[src/rtl/doa_pkg.sv]
// ----------------------------------------------------------------------------
// doa_pkg
// Shared types, codes and helpers for the deflection output port allocator.
// ----------------------------------------------------------------------------
package doa_pkg;

    // Field and map widths
    localparam int PORT_W   = 3;
    localparam int DIR_W    = 3;
    localparam int MAP_W    = 15;
    localparam int STATUS_W = 2;
    localparam int PORT_SPACE = 1 << PORT_W;

    // Direction codes
    localparam logic [DIR_W-1:0] DIR_LOCAL = 3'd4;

    // Map reset: port i carries direction code i
    localparam logic [MAP_W-1:0] MAP_RESET = 15'd18056;

    // Word modes
    localparam logic MODE_ALLOC = 1'b0;
    localparam logic MODE_TICK  = 1'b1;

    // Configuration register indexes
    localparam logic REG_INPORT_MAP  = 1'b0;
    localparam logic REG_OUTPORT_MAP = 1'b1;

    // Grant status codes
    typedef enum logic [STATUS_W-1:0] {
        ST_PREFERRED      = 2'd0,
        ST_MISROUTED      = 2'd1,
        ST_LOCAL_FALLBACK = 2'd2,
        ST_NO_PORT        = 2'd3
    } grant_status_t;

    // Direction code of a port; ports past the top of the map read as code zero
    function automatic logic [DIR_W-1:0] dir_of(
        input logic [MAP_W-1:0]  map,
        input logic [PORT_W-1:0] port
    );
        logic [DIR_W-1:0] d;
        d = 3'd0;
        case (port)
            3'd0:    d = map[2:0];
            3'd1:    d = map[5:3];
            3'd2:    d = map[8:6];
            3'd3:    d = map[11:9];
            3'd4:    d = map[14:12];
            default: d = 3'd0;
        endcase
        return d;
    endfunction

endpackage

[src/rtl/deflection_outport_allocator_core.sv]
// A request word is registered in the input stage on acceptance, and its grant is
// registered in the result stage once that stage is free. Throughput: one word per
// cycle unless the grant channel stalls; the tracker update and the next lookup
// meet in the single allocation stage. Ticks and out-of-range requests give
// no result. Reset clears the tracker and loads both direction maps.
// ----------------------------------------------------------------------------
// deflection_outport_allocator_core
// Output port allocator of a bufferless deflection router: grants the preferred
// port when free, else deflects to a free non-local port; else fallback or no port.
// ----------------------------------------------------------------------------
module deflection_outport_allocator_core #(
    parameter int PORTS = 5
) (
    input  logic                        clk,
    input  logic                        rst_n,

    // Configuration write port
    input  logic                        cfg_wr_en,
    input  logic                        cfg_index,
    input  logic [doa_pkg::MAP_W-1:0]   cfg_wdata,

    // Request channel
    input  logic                        in_valid,
    output logic                        in_ready,
    input  logic                        mode,
    input  logic [doa_pkg::PORT_W-1:0]  in_port,
    input  logic [doa_pkg::PORT_W-1:0]  preferred_port,

    // Grant channel
    output logic                        out_valid,
    input  logic                        out_ready,
    output logic [doa_pkg::PORT_W-1:0]  granted_port,
    output logic [doa_pkg::STATUS_W-1:0] grant_status
);
    import doa_pkg::*;

    localparam logic [PORT_W:0] PORTS_LIM = (PORT_W+1)'(PORTS);

    // Direction maps
    logic [MAP_W-1:0] inport_map_reg;
    logic [MAP_W-1:0] outport_map_reg;

    // Input stage
    logic              s1_valid_reg;
    logic              s1_mode_reg;
    logic [PORT_W-1:0] s1_in_port_reg;
    logic [PORT_W-1:0] s1_pref_reg;

    // Tracker
    logic [PORT_W-1:0] grant_port_reg [PORTS];
    logic [PORTS-1:0]  grant_valid_reg;

    // Result stage
    logic              out_valid_reg;
    logic [PORT_W-1:0] out_port_reg;
    grant_status_t     out_status_reg;

    // Allocation logic
    logic [DIR_W-1:0]      in_dir;
    logic [PORT_SPACE-1:0] taken;
    logic [PORT_SPACE-1:0] cand;
    logic [PORT_W-1:0]     first_diff;
    logic                  found_diff;
    logic [PORT_W-1:0]     last_any;
    logic                  found_any;
    logic                  in_range;
    logic                  produces;
    logic                  out_free;
    logic                  s1_adv;
    logic                  tracker_wr;
    logic [PORT_W-1:0]     grant_next;
    grant_status_t         status_next;

    // Mark output ports held by non-local inputs this cycle
    always_comb
    begin
        for (int o = 0; o < PORT_SPACE; o++)
        begin
            taken[o] = 1'b0;
            for (int i = 0; i < PORTS; i++)
            begin
                if (grant_valid_reg[i] && grant_port_reg[i] == PORT_W'(o) &&
                    dir_of(inport_map_reg, PORT_W'(i)) != DIR_LOCAL)
                begin
                    taken[o] = 1'b1;
                end
            end
        end
    end

    // Pick the grant for the word in the input stage
    always_comb
    begin
        in_dir = dir_of(inport_map_reg, s1_in_port_reg);

        for (int o = 0; o < PORT_SPACE; o++)
        begin
            cand[o] = (o < PORTS) && !taken[o] &&
                      dir_of(outport_map_reg, PORT_W'(o)) != DIR_LOCAL;
        end

        // Lowest free port facing another direction
        first_diff = '0;
        found_diff = 1'b0;
        for (int o = PORT_SPACE - 1; o >= 0; o--)
        begin
            if (cand[o] && dir_of(outport_map_reg, PORT_W'(o)) != in_dir)
            begin
                first_diff = PORT_W'(o);
                found_diff = 1'b1;
            end
        end

        // Highest free non-local port
        last_any  = '0;
        found_any = 1'b0;
        for (int o = 0; o < PORT_SPACE; o++)
        begin
            if (cand[o])
            begin
                last_any  = PORT_W'(o);
                found_any = 1'b1;
            end
        end

        if (!taken[s1_pref_reg])
        begin
            grant_next  = s1_pref_reg;
            status_next = ST_PREFERRED;
        end
        else if (found_diff)
        begin
            grant_next  = first_diff;
            status_next = ST_MISROUTED;
        end
        else if (found_any)
        begin
            grant_next  = last_any;
            status_next = ST_MISROUTED;
        end
        else if (in_dir == DIR_LOCAL)
        begin
            grant_next  = s1_pref_reg;
            status_next = ST_LOCAL_FALLBACK;
        end
        else
        begin
            grant_next  = '0;
            status_next = ST_NO_PORT;
        end
    end

    // Flow control
    assign in_range   = ({1'b0, s1_in_port_reg} < PORTS_LIM) &&
                        ({1'b0, s1_pref_reg} < PORTS_LIM);
    assign produces   = (s1_mode_reg == MODE_ALLOC) && in_range;
    assign out_free   = !out_valid_reg || out_ready;
    assign s1_adv     = s1_valid_reg && (!produces || out_free);
    assign in_ready   = !s1_valid_reg || s1_adv;
    assign tracker_wr = s1_adv && produces && (status_next != ST_NO_PORT);

    // Configuration registers
    always_ff @(posedge clk or negedge rst_n)
    begin
        if (!rst_n)
        begin
            inport_map_reg  <= MAP_RESET;
            outport_map_reg <= MAP_RESET;
        end
        else if (cfg_wr_en)
        begin
            if (cfg_index == REG_INPORT_MAP)
                inport_map_reg <= cfg_wdata;
            else
                outport_map_reg <= cfg_wdata;
        end
    end

    // Input stage: take a new word when empty or whenever the current one moves on
    always_ff @(posedge clk or negedge rst_n)
    begin
        if (!rst_n)
            s1_valid_reg <= 1'b0;
        else if (in_ready)
            s1_valid_reg <= in_valid;
    end

    always_ff @(posedge clk)
    begin
        if (in_ready && in_valid)
        begin
            s1_mode_reg    <= mode;
            s1_in_port_reg <= in_port;
            s1_pref_reg    <= preferred_port;
        end
    end

    // Tracker valid bits: clear on tick, set on grant
    always_ff @(posedge clk or negedge rst_n)
    begin
        if (!rst_n)
            grant_valid_reg <= '0;
        else if (s1_adv && s1_mode_reg == MODE_TICK)
            grant_valid_reg <= '0;
        else if (tracker_wr)
        begin
            for (int i = 0; i < PORTS; i++)
            begin
                if (s1_in_port_reg == PORT_W'(i))
                    grant_valid_reg[i] <= 1'b1;
            end
        end
    end

    // Tracker entries
    always_ff @(posedge clk)
    begin
        if (tracker_wr)
        begin
            for (int i = 0; i < PORTS; i++)
            begin
                if (s1_in_port_reg == PORT_W'(i))
                    grant_port_reg[i] <= grant_next;
            end
        end
    end

    // Result stage
    always_ff @(posedge clk or negedge rst_n)
    begin
        if (!rst_n)
            out_valid_reg <= 1'b0;
        else if (out_free)
            out_valid_reg <= s1_valid_reg && produces;
    end

    always_ff @(posedge clk)
    begin
        if (out_free && s1_valid_reg && produces)
        begin
            out_port_reg   <= grant_next;
            out_status_reg <= status_next;
        end
    end

    assign out_valid    = out_valid_reg;
    assign granted_port = out_port_reg;
    assign grant_status = out_status_reg;

`ifndef NO_ASSERTIONS
    // A failed allocation reports port zero
    a_err_port_zero: assert property (@(posedge clk) disable iff (!rst_n)
        out_valid && grant_status == ST_NO_PORT |-> granted_port == '0)
        else $error("no-port result carries a nonzero port");

    // Every grant names an existing output port
    a_grant_in_range: assert property (@(posedge clk) disable iff (!rst_n)
        out_valid |-> {1'b0, granted_port} < PORTS_LIM)
        else $error("granted port beyond port count");

    // A tick leaves the tracker empty
    a_tick_clears: assert property (@(posedge clk) disable iff (!rst_n)
        s1_adv && s1_mode_reg == MODE_TICK |=> grant_valid_reg == '0)
        else $error("tracker not cleared by tick");

    // A stalled result with a pending grant blocks new words
    a_stall_blocks: assert property (@(posedge clk) disable iff (!rst_n)
        out_valid && !out_ready && s1_valid_reg && produces |-> !in_ready)
        else $error("input accepted while grant path stalled");

    // The tracker never changes on a failed allocation
    a_err_no_write: assert property (@(posedge clk) disable iff (!rst_n)
        status_next == ST_NO_PORT && s1_mode_reg == MODE_ALLOC |-> !tracker_wr)
        else $error("tracker written on failed allocation");
`endif

endmodule
[config.mk]
export PLATFORM = sky130hd
export DESIGN_NAME = deflection_outport_allocator_core
export DESIGN_NICKNAME = d
export VERILOG_FILES = /design/src/rtl/doa_pkg.sv /design/src/rtl/deflection_outport_allocator_core.sv
export SDC_FILE = /design/constraint.sdc
export NUM_CORES = 1
export LEC_CHECK = 0
export BUFFER_PORTS_ARGS = -buffer_cell sky130_fd_sc_hd__buf_2
export CAP_MARGIN = 40
export CORE_ASPECT_RATIO = 0.9
export CORE_UTILIZATION = 45
export CTS_CLUSTER_DIAMETER = 60
export DETAILED_ROUTE_END_ITERATION = 8
export PLACE_DENSITY_LB_ADDON = 0.1
export SKIP_CTS_REPAIR_TIMING = 1
export SYNTH_ARGS = -nofsm -noshare
export SYNTH_HDL_FRONTEND = slang
export SYNTH_SLANG_ARGS = --single-unit
export TNS_END_PERCENT = 1
[constraint.sdc]
create_clock -name clk -period 2.7 [get_ports clk]
set_clock_uncertainty 0.1 [all_clocks]
set_input_delay 0 -clock clk [delete_from_list [all_inputs] [get_ports clk]]
set_output_delay 0 -clock clk [all_outputs]
set_load 0.005 [all_outputs]
* Yosys cells after proc, flatten, opt, wreduce, memory -nomap -nowiden
Memory sizes are Yosys's and may differ from the RTL's.
Cells that the tools add are included.
** Word-level totals
- Bits in registers :: 49
- Latch bits :: 0
- Memory bits (writable) :: 15
- ROM bits :: 0
- Input bits :: 28
- Output and inout port bits :: 7
- Logic and storage cells :: 314
- Memories :: 1
** Cells by class
- Add/sub/neg operators :: 0
- Multiply operators :: 0
- Divide/modulo/power cells :: 0
- Order comparisons :: 3
- Eq/ne operators :: 56
- Shifts and indexed selects :: 0
- Multiplexer cells :: 104
- Bitwise logic cells :: 2
- Reductions and logical operators :: 134
** Memory list
- grant_port_reg :: depth 5, width 3, rd ports 5, clocked after Yosys merged registers in 0, wr ports 1, RTL line deflection_outport_allocator_core.sv:50 : logic [PORT_W-1:0] grant_port_reg [PORTS];
** Operators with widths (number)
- logical AND 1 bit :: 100
- two-way mux 1 bit :: 77
- == test 3 bit, second input constant :: 22
- two-way mux 3 bit :: 20
- == test 3 x 2 -> 1 bit, second input constant :: 12
- inequality test 3 bit, second input constant :: 10
- == test 3 x 1 -> 1 bit, second input constant :: 6
- zero test 3 bit :: 6
- inequality test 3 bit :: 5
- case mux 3 bit (5 select lines) :: 1
- AND reduction 2 bit :: 7
- nonzero test 2 bit :: 6
- OR reduction 3 bit :: 4
- two-way mux 5 bit :: 2
- zero test 1 bit :: 8
- < comparator 3 bit, second input constant :: 2
- two-way mux 2 bit :: 3
- < comparator 3 x 4 -> 1 bit, second input constant :: 1
- binary-select mux 1 bit (select 3 bit) :: 1
- logical OR 1 bit :: 3
- inequality test 2 bit, second input constant :: 1
- NOT 1 bit :: 2

* Logic depth before layout (Yosys ltp)
An unclocked memory read counts as a cell.
- Depth after elaboration :: 28
- Mapped depth :: 10
- Depth with buffers taken out :: 8

* Worst setup path after synthesis
Ideal clock, no wire load.
- Kind :: register to register
- Start point :: register inport_map_reg[14]
- End point :: memory grant_port_reg[4][0] (netlist: grant_port_reg[0][12]) (enable)
- Library setup time :: 345 ps
- Data arrival time :: 2285 ps
- Data required time :: 2255 ps
- Setup slack :: -30 ps
- Cell stages (with the launch flop) :: 8
- Cell sequence :: dfstp_2 nor3b_2 nor4b_1 a211o_1 a211oi_1 or4b_4 nor3b_2 nor3_1
** On the way
- Word-level cells in the longest chain between the ends :: 22
- Elaborated cells on any way between the ends :: 79
- Those cells by class :: 8 x eq/ne; 43 x mux; 28 x reduce/logical
** RTL lines
- start, declared :: RTL line deflection_outport_allocator_core.sv:40 : logic [MAP_W-1:0] inport_map_reg;
- start signal, assigned :: RTL line deflection_outport_allocator_core.sv:173 : inport_map_reg <= cfg_wdata;
- inequality test 3 bit :: RTL line deflection_outport_allocator_core.sv:83 : dir_of(inport_map_reg, PORT_W'(i)) != DIR_LOCAL)
- logical AND 1 bit :: RTL line deflection_outport_allocator_core.sv:82 : if (grant_valid_reg[i] && grant_port_reg[i] == PORT_W'(o) &&
- two-way mux 1 bit :: RTL line deflection_outport_allocator_core.sv:82
- zero test 1 bit :: RTL line deflection_outport_allocator_core.sv:98 : cand[o] = (o < PORTS) && !taken[o] &&
- logical AND 1 bit :: RTL line deflection_outport_allocator_core.sv:98
- two-way mux 1 bit or logical AND 1 bit (tied branches) :: RTL line deflection_outport_allocator_core.sv:119, deflection_outport_allocator_core.sv:107
- two-way mux 1 bit, on equally long branches (4 in a row) :: RTL line deflection_outport_allocator_core.sv:119, deflection_outport_allocator_core.sv:107
- two-way mux 2 bit or two-way mux 1 bit (tied branches) :: RTL line deflection_outport_allocator_core.sv:136, deflection_outport_allocator_core.sv:107
- two-way mux 2 bit :: RTL line deflection_outport_allocator_core.sv:131 : else if (found_diff)
- two-way mux 2 bit * :: RTL line deflection_outport_allocator_core.sv:126 : if (!taken[s1_pref_reg])
- inequality test 2 bit * :: RTL line deflection_outport_allocator_core.sv:160 : assign tracker_wr = s1_adv && produces && (status_next != ST_NO_PORT);
- logical AND 1 bit * :: RTL line deflection_outport_allocator_core.sv:160
- two-way mux 1 bit :: RTL line deflection_outport_allocator_core.sv:218 : if (tracker_wr)
- two-way mux 1 bit (implied by the code) :: RTL line deflection_outport_allocator_core.sv:223 : grant_port_reg[i] <= grant_next;
- OR reduction 3 bit (no source line)
- two-way mux 3 bit (no source line) or two-way mux 1 bit (tied branches) (4 in a row)
- end, declared :: RTL line deflection_outport_allocator_core.sv:50
Mark *: on every way between the ends. The rest lies on a longest branch, timed or not. The select of a mux whose other input is x is not followed.

* Final worst setup path
- Start point :: register inport_map_reg[7]
- End point :: memory grant_port_reg[3][2] (netlist: grant_port_reg[0][11]) (data pin)
** On the way
- Elaborated cells on any way between the ends :: 97
- Those cells by class :: 8 x eq/ne; 62 x mux; 27 x reduce/logical
** RTL lines
- inequality test 3 bit :: RTL line deflection_outport_allocator_core.sv:83
- logical AND 1 bit :: RTL line deflection_outport_allocator_core.sv:82
- two-way mux 1 bit (3 in a row) :: RTL line deflection_outport_allocator_core.sv:82
- zero test 1 bit :: RTL line deflection_outport_allocator_core.sv:98
- logical AND 1 bit :: RTL line deflection_outport_allocator_core.sv:98
- two-way mux 1 bit or logical AND 1 bit (tied branches) :: RTL line deflection_outport_allocator_core.sv:119, deflection_outport_allocator_core.sv:107
- two-way mux 1 bit, or another cell as far along (4 in a row) :: RTL line deflection_outport_allocator_core.sv:119 : if (cand[o])
- two-way mux 3 bit, or another cell as far along :: RTL line deflection_outport_allocator_core.sv:136 : else if (found_any)
- two-way mux 3 bit :: RTL line deflection_outport_allocator_core.sv:131
- two-way mux 3 bit * :: RTL line deflection_outport_allocator_core.sv:126
- net grant_next[2] :: RTL line deflection_outport_allocator_core.sv:71 : logic [PORT_W-1:0] grant_next;
- two-way mux 3 bit (no source line) (3 in a row)
- two-way mux 3 bit (no source line) *
The timed path passes the listed nets; every way through them passes the cells marked *. The select of a mux whose other input is x is not followed.

==> metrics.txt <==
Combinational Power Share 23.3%; Area Growth Syn to Fin 41.0%; Post-synth EDFFs 27; HP Start cfg_index; FF-to-FF End grant_port_reg[0][11]$_DFFE_PP_; vias in the first global route 2666; # placed instances 481; xor and xnor fraction of the mapped netlist area 3.73%; fill cell count 595; area fraction of the dominant cell type after synthesis 23.0%; Synth Cell Area 3520 µm²; worst r2r src inport_map_reg[7]$_DFFE_PN1P_; RSZ-0062 raised after global routing true; grt total ovfl 0; Hold Crit Class input port to register; Yosys top cell by area edfxtp_1; initial core utilization 46.6%; Worst Setup Path Type register to register; leak pwr 0.00196 µW; share of cells above drive strength 1 46.3%; pre-CTS setup slack -0.269 ns; Synthesized Nets 333; hold_ws 0.162 ns; TritonCTS Buffers 9; Slew Limit Fails 0; io pins 35; CTS sink cnt 64; final hold vios 0; Crit. End Element register; Fmax 354 MHz; Routed WL 9910 µm; deepest clock path buffer count 2; Worst Setup Start Kind register; Req. time, crit path 2.76 ns; IO buf count 34; Seq pwr share 43.6%; number of diodes 0; sequential share of the synthesized area 49.7%; pin count of the biggest net entering global routing 30; R2R cell count 10; adder-cell share of the synthesized area 0%; Post-synth ARST share 57.8%; Avg Synthesized Cell Area 11.5 µm²; Rows 30; PnR worst setup slack -0.127 ns; Critical Path AT 2.89 ns; Critical Path Fanout Max 6; commonest non-fill, non-tap cell in the layout buf_4; Iter 0 DRT Violations 127; fin cells 530; Synth cell types 56; largest family of logic cells by synthesized area simple AND/OR/NAND/NOR gates; switching power 765 µW; Die W 95.2 µm; core area 7540 µm²; FF+latch count, synth 64; area of the multi-input gates 1940 µm²; CTS tree yes; outcome finished with violations; DRC viols 0; Net Sw Frac 27.4%; Worst VDD drop 0.000383 V; initial antenna violation count 0; DR vias/cell 5.49; most frequent cells in the layout buf_4 (58), buf_2 (34), mux2_2 (30); post-synthesis cell count 305; HPWL after DPL 7080 µm; Main synth FF type edfxtp_1; dominant cells by area after synthesis edfxtp_1 (23%), dfrtp_1 (19%), mux2_2 (9.6%), dfstp_2 (7.5%), nor4b_1 (3.0%); Worst Tran Pin Value 0.678 ns; antenna viol nets, final 0; CTS H-Tree Depth 3; first-pass GRT wire length 14000 µm; PwrDens 563 nW/µm²; Vias 2911; clock latency on the worst-skew pair 0.33 ns; synth warn 0; GPL Wtd Cong 0.939; die height 85.9 µm; Clk pin slew, worst setup/hold paths 0.07 ns; minimum clock period after layout 2.83 ns; mux cell area share after synthesis 10.5%; storage element area 1750 µm²; Internal Power 2030 µW; CTS root buffer clkbuf_8; nets 457; Compound-Gate Fraction of Synth Area 9.67%; reported max-cap violation count 0; Clk network pwr share 33.1%; fin util 65.8%; Post-Synth Simple-Gate Area 24.5%; wire length per cell 18.7 µm; R2R setup slack -0.13 ns; final setup violation count 25; failing checks negative setup slack; DR pass1 iterations 4; all-layer global routing usage 23.7%; hold path cells 4; hold path endpoint inport_map_reg[2]$_DFFE_PN0P_; crit share post-route 105%; Slew headroom 54.7%; die area 8180 µm²
[cell usage after synthesis (5+ instances only)]
master,n
o21ai_0,10
nor3_1,14
clkbuf_1,5
nor4_1,9
nand3_1,5
nand2_1,23
dfrtp_1,27
nor2_1,25
nor4b_1,12
mux2_2,30
nand2b_1,12
nand3b_1,8
dfstp_2,10
xnor2_1,12
edfxtp_1,27
[power groups by stage]
stage	clock (µW)	combinational [µW]	sequential, µW
floorplan	0	323	1210
global placement	0	541	1220
detailed placement	0	554	1230
CTS	943	558	1210
global route	979	698	1230
finish	926	651	1220
[final cells by class]
class                           count  share of cell area [%]
Clock buffer                       11                    2.85
Sequential cell                    64                    35.2
Tap cell                           96                    2.42
Inverter                            4                   0.303
Multi-Input combinational cell    228                    39.1
Timing Repair Buffer              122                    18.5
Clock inverter                      5                    1.61
[worst max-delay path by stage]
stage,start,end,slack (ns),depth (start not counted)
global route,inport_map_reg[7]$_DFFE_PN1P_,grant_port_reg[0][11]$_DFFE_PP_,-0.17,10
finish,inport_map_reg[7]$_DFFE_PN1P_,grant_port_reg[0][11]$_DFFE_PP_,-0.13,10
detailed placement,inport_map_reg[7]$_DFFE_PN1P_,grant_port_reg[0][8]$_DFFE_PP_,-0.27,10
CTS,inport_map_reg[7]$_DFFE_PN1P_,grant_port_reg[0][11]$_DFFE_PP_,-0.27,10
floorplan,inport_map_reg[14]$_DFFE_PN1P_,grant_port_reg[0][12]$_DFFE_PP_,0.04,8
global placement,inport_map_reg[9]$_DFFE_PN1P_,grant_port_reg[0][7]$_DFFE_PP_,-0.23,8
[metrics by stage]
stage | total power, µW | TNS (ns) | cell area [µm²]
final | 2800 | -1.42 | 4960
after floorplan | 1530 | 0 | 3530
after CTS | 2710 | -7.81 | 4420
after detailed placement | 1780 | -7.50 | 4190
after global placement | 1770 | -6.14 | 4170
after global routing | 2910 | -3.63 | 4960
[routing by layer]
layer / GRT usage [%] / vias to the layer above / share of wire (%)
met4: 7.16 / 0 / 1.2
met5: 0 / - / 0
li1: - / 1404 / -
met1: 35.0 / 1417 / 46
met2: 35.2 / 82 / 48
met3: 4.43 / 8 / 4.8
[cell families after synthesis]
| family | after synthesis |
|---|---|
| AOI/OAI and AO/OA | 41 |
| muxes | 33 |
| DFF | 64 |
| buffers and inverters | 13 |
| and+or+nand+nor | 139 |
| xor gates and xnor gates | 15 |
[critical path, cell delays in order (launching register included)]
cell and delay (ns):
dfstp_2 0.56, nor3b_4 0.06, buf_4 0.15, nor4b_4 0.28, or3_1 0.19, a211oi_2 0.06
nor2_2 0.16, or4b_4 0.51, buf_6 0.15, o21bai_4 0.19, a32o_2 0.25
Power figures use the tool's default switching activity.
